## config.mk

```make
export PLATFORM = sky130hd
export DESIGN_NAME = nonpreemptive_priority_scheduler_top
export DESIGN_NICKNAME = d
export VERILOG_FILES = /design/src/rtl/core/nps_pkg.sv /design/src/rtl/core/nps_front.sv /design/src/rtl/core/nps_queue.sv /design/src/rtl/core/nps_back.sv /design/src/rtl/core/nonpreemptive_priority_scheduler_top.sv
export SDC_FILE = /design/constraint.sdc
export NUM_CORES = 2
export LEC_CHECK = 0
export BUFFER_PORTS_ARGS = -buffer_cell sky130_fd_sc_hd__buf_4
export CAP_MARGIN = 15
export CORE_UTILIZATION = 40
export DETAILED_ROUTE_END_ITERATION = 8
export PLACE_DENSITY_LB_ADDON = 0.1
export SLEW_MARGIN = 10
export SYNTH_ARGS = -nofsm -noshare
export SYNTH_HDL_FRONTEND = slang
export SYNTH_SLANG_ARGS = --single-unit
```

## constraint.sdc

```tcl
create_clock -name clk -period 6.28 [get_ports clk]
set_input_delay 0.942 -clock clk [delete_from_list [all_inputs] [get_ports clk]]
set_output_delay 0.942 -clock clk [all_outputs]
set_load 0.01 [all_outputs]
```

## src/rtl/core/nps_pkg.sv

```systemverilog
// ----------------------------------------------------------------------------
// nps_pkg
// Shared types and constants for the non-preemptive priority scheduler.
// ----------------------------------------------------------------------------
`default_nettype none

package nps_pkg;

	localparam int unsigned OUT_TIME_W = 21;
	localparam int unsigned OUT_TAT_W  = 22;
	localparam int unsigned SUM_W      = 25;

	// one process record as loaded
	typedef struct packed {
		logic [7:0]  proc_id;
		logic [15:0] arrival;
		logic [15:0] burst;
		logic [7:0]  prio_level;
	} proc_rec_t;

	// classified load beat handed from front to back
	typedef struct packed {
		proc_rec_t rec;
		logic      store;
		logic      last;
	} load_beat_t;

endpackage

`default_nettype wire

```

## src/rtl/core/nps_front.sv

```systemverilog
// ----------------------------------------------------------------------------
// nps_front
// Accepts process records and marks each one as stored or dropped (table
// full) and as closing the run.
// ----------------------------------------------------------------------------
`default_nettype none

module nps_front #(
	parameter int unsigned MAX_PROCS = 16
) (
	input  wire                      clk,
	input  wire                      arst_n,
	input  wire                      in_valid,
	output logic                     in_ready,
	input  wire  [7:0]               proc_id,
	input  wire  [15:0]              arrival,
	input  wire  [15:0]              burst,
	input  wire  [7:0]               prio_level,
	input  wire                      last_process,
	output logic                     beat_valid,
	input  wire                      beat_ready,
	output nps_pkg::load_beat_t      beat
);

	localparam int unsigned CW = $clog2(MAX_PROCS + 1);

	logic [CW-1:0] cnt_q;
	logic          store;
	logic          accept;

	assign store      = cnt_q < CW'(MAX_PROCS);
	assign in_ready   = beat_ready;
	assign beat_valid = in_valid;
	assign accept     = in_valid && beat_ready;

	always_comb begin
		beat.rec.proc_id    = proc_id;
		beat.rec.arrival    = arrival;
		beat.rec.burst      = burst;
		beat.rec.prio_level = prio_level;
		beat.store          = store;
		beat.last           = last_process;
	end

	// local fill count, restarts with each run
	always_ff @(posedge clk or negedge arst_n) begin
		if (!arst_n) begin
			cnt_q <= '0;
		end else if (accept) begin
			if (last_process) begin
				cnt_q <= '0;
			end else if (store) begin
				cnt_q <= cnt_q + CW'(1);
			end
		end
	end

endmodule

`default_nettype wire

```

## src/rtl/core/nps_queue.sv

```systemverilog
// ----------------------------------------------------------------------------
// nps_queue
// Two-entry queue of load beats between front and back.
// ----------------------------------------------------------------------------
`default_nettype none

module nps_queue (
	input  wire                      clk,
	input  wire                      arst_n,
	input  wire                      wr_valid,
	output logic                     wr_ready,
	input  wire  nps_pkg::load_beat_t wr_beat,
	output logic                     rd_valid,
	input  wire                      rd_ready,
	output nps_pkg::load_beat_t      rd_beat
);

	nps_pkg::load_beat_t slot_q [2];
	logic       wr_ptr_q;
	logic       rd_ptr_q;
	logic [1:0] count_q;
	logic       push;
	logic       pop;

	assign wr_ready = count_q != 2'd2;
	assign rd_valid = count_q != 2'd0;
	assign rd_beat  = slot_q[rd_ptr_q];
	assign push     = wr_valid && wr_ready;
	assign pop      = rd_valid && rd_ready;

	always_ff @(posedge clk) begin
		if (push) begin
			slot_q[wr_ptr_q] <= wr_beat;
		end
	end

	always_ff @(posedge clk or negedge arst_n) begin
		if (!arst_n) begin
			wr_ptr_q <= 1'b0;
			rd_ptr_q <= 1'b0;
			count_q  <= 2'd0;
		end else begin
			if (push) wr_ptr_q <= ~wr_ptr_q;
			if (pop)  rd_ptr_q <= ~rd_ptr_q;
			if (push && !pop) begin
				count_q <= count_q + 2'd1;
			end else if (pop && !push) begin
				count_q <= count_q - 2'd1;
			end
		end
	end

endmodule

`default_nettype wire

```

## src/rtl/core/nps_back.sv

```systemverilog
// ----------------------------------------------------------------------------
// nps_back
// Stores records, runs the priority schedule by repeated table scans and
// emits one result per stored record in load order.
// ----------------------------------------------------------------------------
`default_nettype none

module nps_back #(
	parameter int unsigned MAX_PROCS = 16
) (
	input  wire                       clk,
	input  wire                       arst_n,
	input  wire                       beat_valid,
	output logic                      beat_ready,
	input  wire  nps_pkg::load_beat_t beat,
	output logic                      out_valid,
	input  wire                       out_ready,
	output logic [7:0]                out_id,
	output logic [20:0]               start_time,
	output logic [20:0]               wait_time,
	output logic [21:0]               turnaround,
	output logic [24:0]               total_wait,
	output logic [24:0]               total_turnaround,
	output logic                      final_result
);

	localparam int unsigned CW = $clog2(MAX_PROCS + 1);
	localparam int unsigned IW = (MAX_PROCS > 1) ? $clog2(MAX_PROCS) : 1;
	localparam int unsigned TW = 16 + CW;
	localparam int unsigned SW = nps_pkg::SUM_W;

	typedef enum logic [5:0] {
		ST_IDLE     = 6'b000001,
		ST_SCAN     = 6'b000010,
		ST_DRAIN    = 6'b000100,
		ST_SEL      = 6'b001000,
		ST_EMIT_RD  = 6'b010000,
		ST_EMIT_OUT = 6'b100000
	} state_t;

	state_t state_q;

	nps_pkg::proc_rec_t proc_mem [MAX_PROCS];
	logic [TW-1:0]      start_mem [MAX_PROCS];

	logic [CW-1:0]        n_q;
	logic [CW-1:0]        left_q;
	logic [TW-1:0]        time_q;
	logic [MAX_PROCS-1:0] done_q;
	logic [IW-1:0]        scan_idx_q;
	logic [IW-1:0]        emit_idx_q;

	logic                 have_q;
	logic [IW-1:0]        best_idx_q;
	logic [7:0]           best_prio_q;
	logic [15:0]          best_arr_q;
	logic [15:0]          best_run_q;
	logic [15:0]          nxt_arr_q;

	logic                 v_s1;
	logic [IW-1:0]        idx_s1;
	nps_pkg::proc_rec_t   rec_s1;
	logic [TW-1:0]        start_s1;

	logic [SW-1:0]        sum_w_q;
	logic [SW-1:0]        sum_t_q;
	logic                 out_valid_q;

	logic [IW-1:0]        rd_addr;
	logic [IW-1:0]        last_idx;
	logic                 pop;
	logic [CW-1:0]        n_new;
	logic                 cand;
	logic                 arrived;
	logic                 better;
	logic                 out_load;
	logic [SW-1:0]        wait_x;
	logic [SW-1:0]        tat_x;

	assign beat_ready = state_q == ST_IDLE;
	assign pop        = beat_valid && beat_ready;
	assign n_new      = beat.store ? n_q + CW'(1) : n_q;
	assign rd_addr    = (state_q == ST_SCAN) ? scan_idx_q : emit_idx_q;
	assign last_idx   = IW'(n_q - CW'(1));

	// scan evaluation, one entry per cycle
	assign cand    = v_s1 && !done_q[idx_s1];
	assign arrived = TW'(rec_s1.arrival) <= time_q;
	assign better  = !have_q || (rec_s1.prio_level < best_prio_q) ||
		((rec_s1.prio_level == best_prio_q) && (rec_s1.arrival < best_arr_q));

	assign wait_x   = SW'(start_s1) - SW'(rec_s1.arrival);
	assign tat_x    = wait_x + SW'(rec_s1.burst);
	assign out_load = (state_q == ST_EMIT_OUT) && (!out_valid_q || out_ready);
	assign out_valid = out_valid_q;

	always_ff @(posedge clk) begin
		if (pop && beat.store) begin
			proc_mem[n_q[IW-1:0]] <= beat.rec;
		end
		if ((state_q == ST_SEL) && have_q) begin
			start_mem[best_idx_q] <= time_q;
		end
		rec_s1   <= proc_mem[rd_addr];
		start_s1 <= start_mem[emit_idx_q];
		idx_s1   <= scan_idx_q;
	end

	// result register, no reset on payload
	always_ff @(posedge clk) begin
		if (out_load) begin
			out_id           <= rec_s1.proc_id;
			start_time       <= nps_pkg::OUT_TIME_W'(start_s1);
			wait_time        <= wait_x[nps_pkg::OUT_TIME_W-1:0];
			turnaround       <= tat_x[nps_pkg::OUT_TAT_W-1:0];
			final_result     <= emit_idx_q == last_idx;
			if (emit_idx_q == last_idx) begin
				total_wait       <= sum_w_q + wait_x;
				total_turnaround <= sum_t_q + tat_x;
			end else begin
				total_wait       <= '0;
				total_turnaround <= '0;
			end
		end
	end

	always_ff @(posedge clk or negedge arst_n) begin
		if (!arst_n) begin
			state_q     <= ST_IDLE;
			n_q         <= '0;
			left_q      <= '0;
			time_q      <= '0;
			done_q      <= '0;
			scan_idx_q  <= '0;
			emit_idx_q  <= '0;
			have_q      <= 1'b0;
			best_idx_q  <= '0;
			best_prio_q <= '0;
			best_arr_q  <= '0;
			best_run_q  <= '0;
			nxt_arr_q   <= '1;
			v_s1        <= 1'b0;
			sum_w_q     <= '0;
			sum_t_q     <= '0;
			out_valid_q <= 1'b0;
		end else begin
			v_s1 <= state_q == ST_SCAN;

			if (out_load) begin
				out_valid_q <= 1'b1;
			end else if (out_ready) begin
				out_valid_q <= 1'b0;
			end

			if (((state_q == ST_SCAN) || (state_q == ST_DRAIN)) && cand) begin
				if (rec_s1.arrival < nxt_arr_q) begin
					nxt_arr_q <= rec_s1.arrival;
				end
				if (arrived && better) begin
					have_q      <= 1'b1;
					best_idx_q  <= idx_s1;
					best_prio_q <= rec_s1.prio_level;
					best_arr_q  <= rec_s1.arrival;
					best_run_q  <= rec_s1.burst;
				end
			end

			case (state_q)
				ST_IDLE: begin
					if (pop) begin
						n_q <= n_new;
						if (beat.last) begin
							left_q     <= n_new;
							scan_idx_q <= '0;
							have_q     <= 1'b0;
							nxt_arr_q  <= '1;
							state_q    <= ST_SCAN;
						end
					end
				end
				ST_SCAN: begin
					scan_idx_q <= scan_idx_q + IW'(1);
					if (scan_idx_q == last_idx) begin
						state_q <= ST_DRAIN;
					end
				end
				ST_DRAIN: begin
					state_q <= ST_SEL;
				end
				ST_SEL: begin
					scan_idx_q <= '0;
					have_q     <= 1'b0;
					nxt_arr_q  <= '1;
					if (have_q) begin
						time_q             <= time_q + TW'(best_run_q);
						done_q[best_idx_q] <= 1'b1;
						left_q             <= left_q - CW'(1);
						if (left_q == CW'(1)) begin
							emit_idx_q <= '0;
							sum_w_q    <= '0;
							sum_t_q    <= '0;
							state_q    <= ST_EMIT_RD;
						end else begin
							state_q <= ST_SCAN;
						end
					end else begin
						// idle gap: jump to the earliest pending arrival
						time_q  <= TW'(nxt_arr_q);
						state_q <= ST_SCAN;
					end
				end
				ST_EMIT_RD: begin
					state_q <= ST_EMIT_OUT;
				end
				ST_EMIT_OUT: begin
					if (out_load) begin
						sum_w_q <= sum_w_q + wait_x;
						sum_t_q <= sum_t_q + tat_x;
						if (emit_idx_q == last_idx) begin
							n_q     <= '0;
							time_q  <= '0;
							done_q  <= '0;
							state_q <= ST_IDLE;
						end else begin
							emit_idx_q <= emit_idx_q + IW'(1);
							state_q    <= ST_EMIT_RD;
						end
					end
				end
				default: begin
					state_q <= ST_IDLE;
				end
			endcase
		end
	end

`ifndef NO_ASSERTIONS
	a_left_le_loaded: assert property (@(posedge clk) disable iff (!arst_n)
		left_q <= n_q)
		else $error("pending count exceeds loaded count");

	a_loaded_le_max: assert property (@(posedge clk) disable iff (!arst_n)
		n_q <= CW'(MAX_PROCS))
		else $error("loaded count beyond capacity");

	a_idle_no_pending: assert property (@(posedge clk) disable iff (!arst_n)
		(state_q == ST_IDLE) |-> (left_q == '0))
		else $error("idle with unscheduled processes");

	a_jump_forward: assert property (@(posedge clk) disable iff (!arst_n)
		((state_q == ST_SEL) && !have_q) |-> (time_q < TW'(nxt_arr_q)))
		else $error("time jump does not move forward");

	a_emit_after_schedule: assert property (@(posedge clk) disable iff (!arst_n)
		out_load |-> (done_q[emit_idx_q] && (left_q == '0)))
		else $error("result emitted before schedule finished");
`endif

endmodule

`default_nettype wire

```

## src/rtl/core/nonpreemptive_priority_scheduler_top.sv

```systemverilog
// ----------------------------------------------------------------------------
// nonpreemptive_priority_scheduler_top
// Non-preemptive priority scheduler over a table of loaded process records.
// ----------------------------------------------------------------------------
// Usage:
//   Input channel (in_valid/in_ready) takes one process record per beat.
//   Records fill a table of MAX_PROCS entries; records past capacity are
//   dropped. A beat with last_process set closes the load and starts the
//   schedule. Loading does not stall while the two-entry queue
//   and the back end have room.
//   Scheduling makes N selections (N = stored records); each selection is
//   a pass over the table, one entry per cycle through its single read
//   port, then the drain and select states; an idle gap adds one more
//   pass. Results then leave on the output channel (out_valid/out_ready),
//   one per stored record in load order, each read from the table and
//   then loaded into the result register; the last one carries
//   final_result and the totals.
//   A stalled receiver holds the result register; the back end waits and
//   the queue stops taking records once full.
//   Reset clears the table count, schedule time and finished flags.
// ----------------------------------------------------------------------------
`default_nettype none

module nonpreemptive_priority_scheduler_top #(
	parameter int unsigned MAX_PROCS = 16
) (
	input  wire         clk,
	input  wire         arst_n,
	input  wire         in_valid,
	output logic        in_ready,
	input  wire  [7:0]  proc_id,
	input  wire  [15:0] arrival,
	input  wire  [15:0] burst,
	input  wire  [7:0]  prio_level,
	input  wire         last_process,
	output logic        out_valid,
	input  wire         out_ready,
	output logic [7:0]  out_id,
	output logic [20:0] start_time,
	output logic [20:0] wait_time,
	output logic [21:0] turnaround,
	output logic [24:0] total_wait,
	output logic [24:0] total_turnaround,
	output logic        final_result
);

	logic                f_valid;
	logic                f_ready;
	nps_pkg::load_beat_t f_beat;
	logic                q_valid;
	logic                q_ready;
	nps_pkg::load_beat_t q_beat;

	nps_front #(
		.MAX_PROCS (MAX_PROCS)
	) u_front (
		.clk          (clk),
		.arst_n       (arst_n),
		.in_valid     (in_valid),
		.in_ready     (in_ready),
		.proc_id      (proc_id),
		.arrival      (arrival),
		.burst        (burst),
		.prio_level   (prio_level),
		.last_process (last_process),
		.beat_valid   (f_valid),
		.beat_ready   (f_ready),
		.beat         (f_beat)
	);

	nps_queue u_queue (
		.clk      (clk),
		.arst_n   (arst_n),
		.wr_valid (f_valid),
		.wr_ready (f_ready),
		.wr_beat  (f_beat),
		.rd_valid (q_valid),
		.rd_ready (q_ready),
		.rd_beat  (q_beat)
	);

	nps_back #(
		.MAX_PROCS (MAX_PROCS)
	) u_back (
		.clk              (clk),
		.arst_n           (arst_n),
		.beat_valid       (q_valid),
		.beat_ready       (q_ready),
		.beat             (q_beat),
		.out_valid        (out_valid),
		.out_ready        (out_ready),
		.out_id           (out_id),
		.start_time       (start_time),
		.wait_time        (wait_time),
		.turnaround       (turnaround),
		.total_wait       (total_wait),
		.total_turnaround (total_turnaround),
		.final_result     (final_result)
	);

endmodule

`default_nettype wire
```

==> flow_metrics.env <==
export IMPL_fin_crit_ps=5780
export IMPL_worst_path_max_fanout=6
export IMPL_cts_hold_buf=0
export IMPL_p_sw_share_pct=30.1
export IMPL_r2r_end="u_back.total_turnaround[23]"
export IMPL_highest_layer="met4"
export IMPL_wl_met3_um=6560
export IMPL_wl_um=164000
export IMPL_finalSetupTns_ps=0
export IMPL_die_area_sq_um=163000
export IMPL_synthCells=3839
export IMPL_end_kind="register"
export IMPL_final_common_cell="edfxtp_1"
export IMPL_synth_edff_count=1327
export IMPL_fin_nets=4333
export IMPL_synth_nets=4059
export IMPL_synth_seq_cells=1583
export IMPL_reg2reg_depth=25
export IMPL_crit_type="register to register"
export IMPL_chipHeight_um=404
export IMPL_r2r_start="u_back.rec_s1[25]"
export IMPL_cts_tree="built"
export IMPL_ios=178
export IMPL_p_leak_nw=26.5
export IMPL_async_reset_ff_share_pct=11.6
export IMPL_clock_sinks=1583
export IMPL_cp_start_kind="register"
export IMPL_pwr_share_clk_pct=32.0
export IMPL_cts_buffer_depth=3
export IMPL_antenna_found_initial=6
export IMPL_switching_power_mw=9.53
export IMPL_start_util_pct=40.3
export IMPL_cp_data_arrival_time_ps=6290
export IMPL_root_buffer="clkbuf_16"
export IMPL_place_gp_congestion=0.828
export IMPL_crit_required_ps=6790
export IMPL_dr_pass1_iters=7
export IMPL_ys_warn_count=0
export IMPL_avgViaCountPerCell=5.32
export IMPL_rows=147
export IMPL_port_buffers=177
export IMPL_grt_max_degree=134
export IMPL_pwr_share_comb_pct=22.5
export IMPL_netlist_area_sq_um=64700
export IMPL_final_hold_viol_count=0
export IMPL_syn_to_final_growth_pct=15.5
export IMPL_rsz0062_at_grt="no"
export IMPL_max_stage_delay_ps=420
export IMPL_layout_common_cells="1,327 x edfxtp_1, 254 x nand2_1, 251 x buf_4, 239 x mux4_2, 174 x clkbuf_16"
export IMPL_syn_avg_cell_area_sq_um=16.8
export IMPL_drt_iter0_drc=2636
export IMPL_slew_violations=0
export IMPL_drt_met1_wl_um=72100
export IMPL_dp_hpwl_um=97400
export IMPL_p_int_mw=22.1
export IMPL_die_x_um=404
export IMPL_synth_cell_types=82
export IMPL_drive_above_1_share_pct=21.5
export IMPL_relSlewSlack_pct=27.4
export IMPL_coreArea_sq_um=161000
export IMPL_drc=0
export IMPL_route_met2_wl_um=81200
export IMPL_status="finished clean"
export IMPL_via_count=34173
export IMPL_p_seq_share_pct=45.5
export IMPL_grt_pass1_wl_um=239000
export IMPL_path_clk_slew_ps=60
export IMPL_clk_latency_ps=790
export IMPL_grt_use_total_pct=20.1
export IMPL_grt_ovfl_total=0
export IMPL_cp_slowest_cell="o41a_1"
export IMPL_skew_ps=20.9
export IMPL_postRouteAntennaNets=0
export IMPL_yosysSeqAreaShare_pct=71.0
export IMPL_tightestPinTransition_ps=1080
export IMPL_synth_flop_cell="edfxtp_1"
export IMPL_setup_violations_final=0
export IMPL_maxCapViolCount=0
export IMPL_hold_path_class="input pin to async pin"
export IMPL_ir_worst_vdd_mv=0.277
export IMPL_period_share_pct=92.0
export IMPL_fmax_ghz=0.173
export IMPL_wl_per_cell_um=25.5
export IMPL_power_density_nw_per_um2=423
export IMPL_final_core_util_pct=46.5
export IMPL_r2r_slack_ps=500
export IMPL_htreeDepth=4
export IMPL_cts_buffers=170
export IMPL_grt_pass1_vias=35149
layer usage:
layer | GRT usage [%] | vias up
li1 | - | 15575
met1 | 27.1 | 17690
met2 | 33.7 | 688
met3 | 2.96 | 220
met4 | 5.89 | 0
met5 | 0 | -
kinds of logic after synthesis:
family | count (synthesis) | synth area share (%)
flops | 1583 | 71.0
compound gates | 646 | 6.41
simple gates | 619 | 4.46
mux | 435 | 11.5
buf+inv | 275 | 1.73
fa+ha+maj | 167 | 3.29
xor+xnor | 114 | 1.58
per-stage QoR:
| stage | hold slack (ps) | power (mW) | std cells | cell area (sq um) | worst slack, ps |
|---|---|---|---|---|---|
| finish | 131 | 31.6 | 6418 | 74700 | 502 |
| detailed placement | 396 | 21.8 | 6100 | 69000 | 291 |
| global placement | 391 | 21.7 | 6100 | 69000 | 346 |
| CTS | 103 | 32.0 | 6416 | 74700 | 254 |
| floorplan | 386 | 19.2 | 3839 | 64700 | 972 |
| global route | 141 | 33.1 | 6417 | 74700 | 10.4 |
flip-flops by register name, indices dropped and copies added, names as in the netlist, 21 cells and up:
signal	count
u_back.turnaround	22
u_back.sum_w_q	25
u_queue.slot_q	100
u_back.start_mem	336
u_back.time_q	21
u_back.start_s1	21
u_back.proc_mem	768
u_back.start_time	21
u_back.wait_time	21
u_back.rec_s1	48
u_back.total_turnaround	25
u_back.sum_t_q	25
u_back.total_wait	25
critical path, delay by kind of cell (launching register included):
kind	cells	cell delay, ps
buffers and inverters	1	80
and+or+nand+nor	5	510
xor gates and xnor gates	3	670
adders and majority gates	3	970
DFF	1	330
AOI/OAI and AO/OA	13	2950
timing repair:
item / in CTS / in global routing
setup endpoints to repair: 0 / 8
endpoints found under the hold margin: 0 / 0
resized for setup: 0 / 8
buffers inserted: 0 / 1
final cells by class:
class,count,area (sq um)
Fill cell,13737,85900
Sequential cell,1583,45900
Multi-Input combinational cell,1981,17900
Clock buffer,232,4780
Tap cell,2160,2700
Timing Repair Buffer,261,2080
Clock inverter,84,905
Inverter,116,440
Antenna cell,1,2.50
worst max-delay path by stage:
stage                             endpoint              start  slack (ps)  cells after the start
2_1_floorplan  u_back.total_turnaround[23]  u_back.rec_s1[25]         970                     25
3_3_place_gp   u_back.total_turnaround[24]  u_back.rec_s1[24]         350                     24
3_5_place_dp   u_back.total_turnaround[24]  u_back.rec_s1[24]         290                     24
4_1_cts        u_back.total_turnaround[24]  u_back.rec_s1[25]         250                     24
5_1_grt        u_back.total_turnaround[24]  u_back.rec_s1[24]          10                     26
6_report       u_back.total_turnaround[23]  u_back.rec_s1[25]         500                     25
Yosys cell counts, types with 54 or more instances:
| master | count | area [sq um] |
|---|---|---|
| a211oi_1 | 54 | 405 |
| a21o_1 | 58 | 435 |
| a21oi_1 | 121 | 606 |
| a31oi_1 | 64 | 400 |
| and2_1 | 74 | 463 |
| clkbuf_1 | 111 | 417 |
| dfrtp_1 | 166 | 4150 |
| dfxtp_1 | 73 | 1460 |
| edfxtp_1 | 1327 | 39800 |
| ha_1 | 162 | 2030 |
| inv_1 | 114 | 428 |
| mux2_2 | 69 | 777 |
| mux2i_1 | 99 | 991 |
| mux4_2 | 239 | 5380 |
| nand2_1 | 255 | 957 |
| nor2_1 | 124 | 465 |
| o21ai_0 | 153 | 766 |
| xnor2_1 | 67 | 587 |
power by group through the flow:
stage          sequential, mW  combinational, mW  clock, mW
2_1_floorplan            14.1               5.08          0
3_5_place_dp             14.6               7.18          0
4_1_cts                  14.4               7.22       10.4
5_1_grt                  14.5               7.91       10.7
3_3_place_gp             14.6               7.14          0
6_report                 14.4               7.13       10.1
(Power assumes the default switching activity.)
